==> src/hdl/fmenc_pkg.sv <==
// ----------------------------------------------------------------------------
// fmenc_pkg
// Shared types, action codes and cell/crc helpers for the FM/MFM encoder.
// ----------------------------------------------------------------------------
`default_nettype none

package fmenc_pkg;

    localparam int unsigned ACTION_W = 3;
    localparam int unsigned VALUE_W  = 16;
    localparam int unsigned CELLS_W  = 16;

    localparam logic [ACTION_W-1:0] ACT_DATA      = 3'd0;
    localparam logic [ACTION_W-1:0] ACT_RAW       = 3'd1;
    localparam logic [ACTION_W-1:0] ACT_CRC_EMIT  = 3'd2;
    localparam logic [ACTION_W-1:0] ACT_CRC_RESET = 3'd3;
    localparam logic [ACTION_W-1:0] ACT_CRC_LOAD  = 3'd4;

    localparam logic [15:0] CRC_POLY = 16'h1021;
    localparam logic [15:0] CRC_INIT = 16'hFFFF;

    // result queue: two words from one item plus one still waiting
    localparam int unsigned QDEPTH = 3;

    typedef struct packed {
        logic [CELLS_W-1:0] cells;
        logic               last;
    } result_t;

    typedef struct packed {
        logic [1:0] count;
        result_t    w0;
        result_t    w1;
    } push_t;

    // clock cell then data cell per bit, msb first; prev is the bit before b[7]
    function automatic logic [CELLS_W-1:0] encode_cells(input logic       dd,
                                                        input logic       prev,
                                                        input logic [7:0] b);
        logic [8:0]         d;
        logic [CELLS_W-1:0] c;
        d = {prev, b};
        for (int i = 0; i < 8; i++) begin
            c[2*i+1] = dd ? ~(d[i] | d[i+1]) : 1'b1;
            c[2*i]   = d[i];
        end
        return c;
    endfunction

    function automatic logic [15:0] crc_byte(input logic [15:0] crc,
                                             input logic [7:0]  b);
        logic [15:0] c;
        c = crc ^ {b, 8'h00};
        for (int i = 0; i < 8; i++) begin
            c = c[15] ? ({c[14:0], 1'b0} ^ CRC_POLY) : {c[14:0], 1'b0};
        end
        return c;
    endfunction

endpackage

`default_nettype wire

==> src/hdl/fmenc_out_queue.sv <==
// ----------------------------------------------------------------------------
// fmenc_out_queue
// Three-entry result queue; takes up to two words a cycle, hands out one.
// ----------------------------------------------------------------------------
`default_nettype none

module fmenc_out_queue (
    input  wire logic              clk,
    input  wire logic              rst_n,
    input  wire fmenc_pkg::push_t  push,
    output logic                   room,
    output logic                   head_valid,
    input  wire logic              head_ready,
    output fmenc_pkg::result_t     head
);

    fmenc_pkg::result_t q_reg  [fmenc_pkg::QDEPTH];
    fmenc_pkg::result_t q_next [fmenc_pkg::QDEPTH];
    logic [1:0]         count_reg;
    logic [1:0]         count_next;
    logic [1:0]         base;
    logic               pop;

    assign head_valid = (count_reg != 2'd0);
    assign head       = q_reg[0];
    assign pop        = head_valid && head_ready;
    // room for two words regardless of what the output side does
    assign room       = (count_reg <= 2'd1);

    always_comb
    begin
        q_next = q_reg;
        base   = count_reg;
        if (pop)
        begin
            q_next[0] = q_reg[1];
            q_next[1] = q_reg[2];
            base      = count_reg - 2'd1;
        end
        for (int i = 0; i < fmenc_pkg::QDEPTH; i++) begin
            if (push.count != 2'd0 && 2'(i) == base)
            begin
                q_next[i] = push.w0;
            end
            if (push.count == 2'd2 && 2'(i) == base + 2'd1)
            begin
                q_next[i] = push.w1;
            end
        end
        count_next = base + push.count;
    end

    always_ff @(posedge clk or negedge rst_n)
    begin
        if (!rst_n)
        begin
            count_reg <= 2'd0;
        end
        else
        begin
            count_reg <= count_next;
        end
    end

    always_ff @(posedge clk)
    begin
        q_reg <= q_next;
    end

endmodule

`default_nettype wire

==> src/hdl/fm_mfm_byte_encoder_crc.sv <==
// ----------------------------------------------------------------------------
// fm_mfm_byte_encoder_crc
// Floppy write-side FM/MFM byte encoder with CRC-16-CCITT generation.
// ----------------------------------------------------------------------------
//  channel | signals                       | moves
//  cfg     | cfg_valid cfg_ready cfg_data  | double_density select
//  in      | in_valid in_ready action value| one action per transaction
//  out     | out_valid out_ready cells last| one 16-cell word per transaction
//
//  encoding and crc update are flat logic between the state registers and a
//  three-entry result queue.
//  sustained rate is one item per cycle while out_ready stays high; a crc emit
//  makes two words, so in_ready drops until the queue has drained the extra one.
//  in_ready depends only on queue fill, never combinationally on out_ready.
//  after reset: mfm selected, crc 0xffff, previous data bit 0, queue empty.
// ----------------------------------------------------------------------------
`default_nettype none

module fm_mfm_byte_encoder_crc (
    input  wire logic        clk,
    input  wire logic        rst_n,
    input  wire logic        cfg_valid,
    output logic             cfg_ready,
    input  wire logic        cfg_data,
    input  wire logic        in_valid,
    output logic             in_ready,
    input  wire logic [2:0]  action,
    input  wire logic [15:0] value,
    output logic             out_valid,
    input  wire logic        out_ready,
    output logic [15:0]      cells,
    output logic             last
);

    logic               dd_reg;
    logic               prev_reg;
    logic               prev_next;
    logic [15:0]        crc_reg;
    logic [15:0]        crc_next;
    logic               accept;
    logic               room;
    logic               prev_mid;
    fmenc_pkg::push_t   push;
    fmenc_pkg::result_t head;

    assign cfg_ready = 1'b1;
    assign in_ready  = room;
    assign accept    = in_valid && in_ready;
    assign prev_mid  = dd_reg ? crc_reg[8] : prev_reg;

    always_comb
    begin
        push      = '0;
        crc_next  = crc_reg;
        prev_next = prev_reg;
        if (accept)
        begin
            case (action)
                fmenc_pkg::ACT_DATA:
                begin
                    push.count = 2'd1;
                    push.w0    = '{cells: fmenc_pkg::encode_cells(dd_reg, prev_reg,
                                                                  value[7:0]),
                                   last: 1'b1};
                    crc_next   = fmenc_pkg::crc_byte(crc_reg, value[7:0]);
                    prev_next  = dd_reg ? value[0] : prev_reg;
                end
                fmenc_pkg::ACT_RAW:
                begin
                    push.count = 2'd1;
                    push.w0    = '{cells: value, last: 1'b1};
                end
                fmenc_pkg::ACT_CRC_EMIT:
                begin
                    push.count = 2'd2;
                    push.w0    = '{cells: fmenc_pkg::encode_cells(dd_reg, prev_reg,
                                                                  crc_reg[15:8]),
                                   last: 1'b0};
                    push.w1    = '{cells: fmenc_pkg::encode_cells(dd_reg, prev_mid,
                                                                  crc_reg[7:0]),
                                   last: 1'b1};
                    // running a crc over its own value always leaves zero
                    crc_next   = 16'h0000;
                    prev_next  = dd_reg ? crc_reg[0] : prev_reg;
                end
                fmenc_pkg::ACT_CRC_RESET:
                begin
                    crc_next = fmenc_pkg::CRC_INIT;
                end
                fmenc_pkg::ACT_CRC_LOAD:
                begin
                    crc_next = value;
                end
                default:
                begin
                    crc_next = crc_reg;
                end
            endcase
        end
    end

    always_ff @(posedge clk or negedge rst_n)
    begin
        if (!rst_n)
        begin
            dd_reg   <= 1'b1;
            prev_reg <= 1'b0;
            crc_reg  <= fmenc_pkg::CRC_INIT;
        end
        else
        begin
            if (cfg_valid && cfg_ready)
            begin
                dd_reg <= cfg_data;
            end
            prev_reg <= prev_next;
            crc_reg  <= crc_next;
        end
    end

    fmenc_out_queue u_queue (
        .clk        (clk),
        .rst_n      (rst_n),
        .push       (push),
        .room       (room),
        .head_valid (out_valid),
        .head_ready (out_ready),
        .head       (head)
    );

    assign cells = head.cells;
    assign last  = head.last;

    a_emit_clears_crc: assert property (@(posedge clk) disable iff (!rst_n)
        accept && action == fmenc_pkg::ACT_CRC_EMIT |=> crc_reg == 16'h0000)
        else $error("crc not zero after emit");

    a_load_crc: assert property (@(posedge clk) disable iff (!rst_n)
        accept && action == fmenc_pkg::ACT_CRC_LOAD |=> crc_reg == $past(value))
        else $error("crc load lost");

    a_reset_crc: assert property (@(posedge clk) disable iff (!rst_n)
        accept && action == fmenc_pkg::ACT_CRC_RESET |=> crc_reg == fmenc_pkg::CRC_INIT)
        else $error("crc reset lost");

    a_stall_has_output: assert property (@(posedge clk) disable iff (!rst_n)
        !in_ready |-> out_valid)
        else $error("input stalled with empty queue");

    a_raw_keeps_state: assert property (@(posedge clk) disable iff (!rst_n)
        accept && action == fmenc_pkg::ACT_RAW |=> $stable(crc_reg) && $stable(prev_reg))
        else $error("raw pattern changed state");

endmodule

`default_nettype wire

==> config.mk <==
export PLATFORM = sky130hd
export DESIGN_NAME = fm_mfm_byte_encoder_crc
export DESIGN_NICKNAME = d
export VERILOG_FILES = /design/src/hdl/fmenc_pkg.sv /design/src/hdl/fmenc_out_queue.sv /design/src/hdl/fm_mfm_byte_encoder_crc.sv
export SDC_FILE = /design/constraint.sdc
export NUM_CORES = 1
export LEC_CHECK = 0
export BUFFER_PORTS_ARGS = -buffer_cell sky130_fd_sc_hd__buf_2
export CAP_MARGIN = 5
export CORE_UTILIZATION = 40
export DETAILED_ROUTE_END_ITERATION = 8
export HOLD_SLACK_MARGIN = 0.12
export PLACE_DENSITY = 0.62
export SLEW_MARGIN = 30
export SYNTH_ARGS = -nofsm -noshare
export SYNTH_HDL_FRONTEND = slang
export SYNTH_SLANG_ARGS = --single-unit
==> constraint.sdc <==
create_clock -name clk -period 3.4 [get_ports clk]
set_input_delay 0.34 -clock clk [delete_from_list [all_inputs] [get_ports clk]]
set_output_delay 0.34 -clock clk [all_outputs]
set_load 0.05 [all_outputs]
---- Yosys cells after proc, flatten, opt, wreduce, memory -nomap -nowiden ----
Cells that the tools add are included.
storage, ports and cells
  flip-flop bits (word level) ............. 71
  output and inout port bits .............. 20
  word-level logic and storage cells ...... 150
operators by class
  add/subtract/negate cells ............... 3
  order comparisons ....................... 1
  equal/unequal tests ..................... 11
  mux-type cells .......................... 48
  bitwise operators ....................... 57
  reduce and logical (&&, ||, !) cells .... 20
operators by type and width
  operator              number
  $mux W17              7
  $mux W13              8
  $pmux W16 S4          1
  $pmux W19 S3          1
  $mux W36              1
  $mux W34              1
  $mux W1               27
  $not A1 Y1            24
  $not A3 Y3            8
  $or A1 B1 Y1          24
  $xor A16 B16 Y16      1
  $logic_and A1 B1 Y1   8
  $reduce_bool A2 Y1    4
  $eq A3 B2 Y1 const B  2
  $reduce_bool A3 Y1    2
  $eq A1 B2 Y1 const A  2
  $eq A2 B2 Y1 const A  2
  $logic_not A2 Y1      2
  $ne A2 B2 Y1 const B  2
  $reduce_and A4 Y1     1
  $reduce_bool A4 Y1    1
  $eq A3 B1 Y1 const B  1
  $eq A3 B3 Y1 const B  1
  $logic_not A3 Y1      1
  other kinds (8)       8

---- Logic depth before layout (Yosys ltp) ----
  word-level depth ........................ 18
  mapped depth ............................ 10
  gate-level depth less buffers ........... 7

---- Modules after synthesis ----
Synthesis repeated with hierarchy kept, for this count alone.
second synthesis, totals
  cells, all modules ...................... 485
  area, all modules ....................... 4931.0 sq um
by module, submodules not included
  module                   instances  cells an instance  area an instance (sq um)
  fmenc_out_queue          1          238                3027.9
  fm_mfm_byte_encoder_crc  1          247                1903.1

---- Least setup slack after synthesis ----
No wires, ideal clock.
  kind .................................... flip-flop to flip-flop
  start point ............................. register u_queue.count_reg[0]
  end point ............................... register u_queue.q_reg[0] (netlist bit), enable pin
  library setup time ...................... 397 ps
  arrival time ............................ 2321 ps
  required time ........................... 3003 ps
  slack ................................... 682 ps
  cell stages (with the launch flop) ...... 8
  buffers on the path ..................... 1
  clock period less this slack ............ 2718 ps
  cells stage by stage .................... dfrtp_1 > ha_1 > nand2b_1 > buf_4 > nand2_4 > nor2_2 > a311oi_1 > a21oi_1
RTL lines
  element                                                    RTL line                                      text
  from (decl)                                                fmenc_out_queue.sv:19                         logic [1:0] count_reg;
  from (signal assigned)                                     fmenc_out_queue.sv:61                         count_reg <= count_next;
  $le A2 B1 Y1 *                                             fmenc_out_queue.sv:28                         assign room = (count_reg <= 2'd1);
  named net in_ready                                         fm_mfm_byte_encoder_crc.sv:26                 output logic in_ready,
  $logic_and A1 B1 Y1 *                                      fm_mfm_byte_encoder_crc.sv:48                 assign accept = in_valid && in_ready;
  $mux W36 *                                                 fm_mfm_byte_encoder_crc.sv:56                 if (accept)
  $eq A2 B2 Y1 / $reduce_bool A2 Y1 (equally long branches)  fmenc_out_queue.sv:45, fmenc_out_queue.sv:41
  $logic_and A1 B1 Y1 (on tied branches)                     fmenc_out_queue.sv:45, fmenc_out_queue.sv:41
  $reduce_bool A2 Y1 (no source line) *                      --
  to (signal assigned)                                       fmenc_out_queue.sv:67                         q_reg <= q_next;
  to (decl)                                                  fmenc_out_queue.sv:17                         fmenc_pkg::result_t q_reg [fmenc_pkg::QDEPTH];
Mark *: on every way through the listed nets, which the timed path passes. The rest lies on a longest branch.
A chain may end at the register's enable or synchronous reset.

---- Final worst setup path ----
  start point ............................. register u_queue.count_reg[0]
  end point ............................... register u_queue.q_reg, in the netlist u_queue.head[12], enable pin
between the ends
  word-level cells in the longest chain between the ends .. 7
RTL lines
  element
  parallel branches: the longest is 6 deep, another holds $sub A2 B1 Y2
  $reduce_bool A3 Y1 (no source line) *
Every way passes the cells marked *.

==> flow_metrics.tcl <==
set metrics [dict create \
    status "complete, no violations" \
    combinationalPowerShare_pct 39.3 \
    netlist_instances 465 \
    post_dp_cell_area_um2 4793 \
    yosysWarningCount 0 \
    placementRows 39 \
    worstMarginPinSlew_ns 0.7370 \
    regToRegStartpoint "u_queue.count_reg[0]" \
    ir_worst_vdd_mv 0.3921 \
    finish.instance_area_um2 5100 \
    drv_cap 0 \
    critical_path.startpoint "u_queue.count_reg[0]" \
    antennaDiodeCount 0 \
    grt_overflow 0 \
    htree_num_levels 3 \
    critical_path_required_ns 3.36 \
    multi_input_area_um2 2241 \
    critPathMaxStageDelay_ns 0.59 \
    final_hold_fails 0 \
    postSynthNetCount 493 \
    clock_transition_at_the_registers_of_the_reported_paths_ns 0.06 \
    first_iter_violations 212 \
    antenna_found_initial 0 \
    register_area_um2 2053 \
    global_route_wire_length_before_repair_um 17420 \
    largest_register_ff_count 34 \
    initial_core_util_pct 41.09 \
    tritoncts "built" \
    p_sw_uw 1789 \
    cts_repair_resize_count 0 \
    p_int_uw 2668 \
    final_nets 504 \
    cts_made_buffers 9 \
    worst_ep_arrival_time_ns 2.50 \
    via_count 3411 \
    detail_route.drc_violations 0 \
    die-width_um 110.5 \
    slew_viol_final 0 \
    design.core.area_um2 11470 \
    clock_power_share_pct 21.2 \
    power-per-cell-area_nw_per_um2 873.9 \
    path_class_of_the_lowest_slack_min_delay_path "primary input to flop" \
    swShare_pct 40.13 \
    placed_wire_length_estimate_after_detailed_placement_um 7727 \
    worst_path_max_delay_cell "sky130_fd_sc_hd__or3_1" \
    groute.usage.overall_pct 17.83 \
    die_height_um 110.5 \
    timing.critical_path.to_type "flop" \
    rsz0062_at_grt "false" \
    design.portCount 45 \
    hold_path.startpoint "cfg_data" \
    pwr-share-seq_pct 39.5 \
    synthesis.area_um2 4712 \
    timing.final.crit_period_ns 2.533 \
    layout-area-overhead-vs-synth_pct 8.232 \
    synth_ff_type "sky130_fd_sc_hd__edfxtp_1" \
    timing.hold.ws_ns 0.2442 \
    fin_setup_tns_ns 0 \
    yosysUniqueCellTypes 61 \
    async_flop_share_pct 28.17 \
    synth.ff_latch_count 71 \
    drt-pass1-iter-count 5 \
    routed_wl_per_cell_um 16.99 \
    timing.critical_path.cells "inv_2 > ha_1 > nand2b_4 > or3_4 > a21oi_4 > or3_1" \
    buffer_ports.inserted 43 \
    route.final.wire_length_um 10600 \
    slew_headroom_pct 50.72 \
    gp_routability_congestion 0.8352 \
    synth-seq-area-share_pct 43.57 \
    clk_lat_worst_skew_ns 0.33 \
    ant_nets 0 \
    share_of_the_cycle_needed_by_the_critical_path_after_routing_pct 74.50 \
    cts.repair_timing.setup_buffer_count 0 \
    pin_count_of_the_biggest_net_entering_global_routing 26 \
    number_of_global_route_vias_before_repair 3192 \
    drt-vias-per-instance 5.466 \
    critPathLaunchType "flop" \
    cts.sink_count 71 \
    maximum_net_fanout_on_the_critical_path 17 \
    static-leakage-power_uw 0.001853 \
    cts-root-buf "sky130_fd_sc_hd__clkbuf_16" \
    drive_above_1_share_pct 22.25 \
    die_area_um2 12220 \
    skew_ns 0.01072 \
    cts_max_path_buffers 2 \
    finalSetupViolCount 0 \
    fmax_ghz 0.3948 \
    postCtsHoldBufs 1 \
    critical_path_class "flop to flop" \
    synth_edf_count 51 \
    syn_area_per_cell_um2 10.13 \
    fillCellCount 1049 \
]
[layer usage]
layer  track usage [%]  wire length (um)  share of wire [%]
met4             4.622                66               0.62
met5                 0                 0                  0
met2             26.54              4814                 45
met3             3.732               552                5.2
met1             26.24              5165                 49
[cell type report]
class                           count  share of cell area (%)
Tap cell                          143                   3.508
Multi-Input combinational cell    332                   43.94
Timing Repair Buffer               54                   5.888
Clock inverter                      7                   1.398
Inverter                            8                  0.5888
Sequential cell                    71                   40.26
Clock buffer                        9                   4.416
[synthesized netlist by cell type (2+ instances only)]
master / n / share of area [%]
sky130_fd_sc_hd__a211oi_1: 2 / 0.32
sky130_fd_sc_hd__a21o_1: 3 / 0.48
sky130_fd_sc_hd__a21oi_1: 7 / 0.74
sky130_fd_sc_hd__a221oi_1: 10 / 1.9
sky130_fd_sc_hd__a2bb2oi_2: 2 / 0.64
sky130_fd_sc_hd__buf_2: 9 / 0.96
sky130_fd_sc_hd__buf_4: 23 / 3.7
sky130_fd_sc_hd__buf_6: 8 / 1.9
sky130_fd_sc_hd__clkbuf_1: 12 / 0.96
sky130_fd_sc_hd__dfrtp_1: 3 / 1.6
sky130_fd_sc_hd__dfstp_2: 17 / 9.5
sky130_fd_sc_hd__edfxtp_1: 51 / 33
sky130_fd_sc_hd__ha_1: 3 / 0.80
sky130_fd_sc_hd__inv_1: 5 / 0.40
sky130_fd_sc_hd__inv_2: 3 / 0.24
sky130_fd_sc_hd__mux2i_1: 56 / 12
sky130_fd_sc_hd__nand2_1: 53 / 4.2
sky130_fd_sc_hd__nand2b_1: 2 / 0.27
sky130_fd_sc_hd__nand3_1: 18 / 1.9
sky130_fd_sc_hd__nand3b_1: 2 / 0.32
sky130_fd_sc_hd__nor2_1: 46 / 3.7
sky130_fd_sc_hd__nor2b_1: 2 / 0.27
sky130_fd_sc_hd__nor3_1: 6 / 0.64
sky130_fd_sc_hd__nor3_2: 2 / 0.42
sky130_fd_sc_hd__o21a_1: 9 / 1.4
sky130_fd_sc_hd__o21ai_0: 37 / 3.9
sky130_fd_sc_hd__o21ai_1: 12 / 1.3
sky130_fd_sc_hd__o22ai_1: 8 / 1.1
sky130_fd_sc_hd__or3_1: 2 / 0.27
sky130_fd_sc_hd__xnor2_1: 13 / 2.4
sky130_fd_sc_hd__xor2_1: 9 / 1.7
[logic make-up after synthesis]
| logic type | after synthesis | synth area share [%] |
|---|---|---|
| mux | 57 | 12.13 |
| fa+ha+maj | 3 | 0.7967 |
| simple gates | 146 | 15.08 |
| other cells | 1 | 0.07958 |
| flops | 71 | 43.57 |
| buf+inv | 62 | 8.869 |
| xor+xnor | 26 | 5.762 |
| compound gates | 99 | 13.70 |
[power groups by stage]
stage / logic, uW / registers, uW / clock network [uW]
after global placement: 1700 / 1770 / 0
final: 1750 / 1760 / 945
after global routing: 1910 / 1810 / 993
after floorplan: 1610 / 1600 / 0
after CTS: 1750 / 1760 / 955
after detailed placement: 1740 / 1770 / 0
[final timing paths]
kind | to | slack, ns | depth (start not counted)
min in group asynchronous | prev_reg | 0.50 | 2
setup reg to reg | u_queue.head[12] | 0.87 | 6
hold reg to reg | u_queue.q_reg[17] | 0.54 | 1
setup / recovery | u_queue.head[12] | 0.87 | 6
max in group asynchronous | crc_reg[4] | 2.55 | 2
hold / removal | dd_reg | 0.24 | 2
[layout by cell type (no fill, tap or decap), types with 3 or more instances in the layout]
cell                        Yosys  final
sky130_fd_sc_hd__nor2_1        46     46
sky130_fd_sc_hd__dfrtp_1        3      3
sky130_fd_sc_hd__nand2_1       53     53
sky130_fd_sc_hd__clkbuf_16      0      9
sky130_fd_sc_hd__nand3_1       18     18
sky130_fd_sc_hd__a21o_1         3      3
sky130_fd_sc_hd__dfstp_2       17     17
sky130_fd_sc_hd__o22ai_1        8      8
sky130_fd_sc_hd__buf_4         23     10
sky130_fd_sc_hd__nor3_1         6      6
sky130_fd_sc_hd__inv_2          3      3
sky130_fd_sc_hd__xnor2_1       13     13
sky130_fd_sc_hd__o21ai_1       12     12
sky130_fd_sc_hd__buf_2          9     43
sky130_fd_sc_hd__xor2_1         9      9
sky130_fd_sc_hd__o21a_1         9      9
sky130_fd_sc_hd__a221oi_1      10     10
sky130_fd_sc_hd__o21ai_0       37     37
sky130_fd_sc_hd__a21oi_1        7      7
sky130_fd_sc_hd__edfxtp_1      51     51
sky130_fd_sc_hd__ha_1           3      3
sky130_fd_sc_hd__mux2i_1       56     56
sky130_fd_sc_hd__inv_1          5      5
[critical path: cells and delay by family (launching register included)]
kind | cells | cell delay [ns]
fa+ha+maj | 1 | 0.27
simple gates | 3 | 1.14
flops | 1 | 0.50
buf+inv | 1 | 0.10
compound gates | 1 | 0.15
[stage by stage]
stage | util, % | std cells | worst slack (ns) | power (uW)
detailed placement | 41.80 | 607 | 0.8811 | 3512
floorplan | - | 465 | 0.6821 | 3213
global route | 44.47 | 624 | 0.6721 | 4711
finish | 44.47 | 624 | 0.8671 | 4457
global placement | 41.80 | 607 | 0.9689 | 3466
CTS | 44.47 | 624 | 0.8561 | 4467
(Power assumes the default switching activity.)
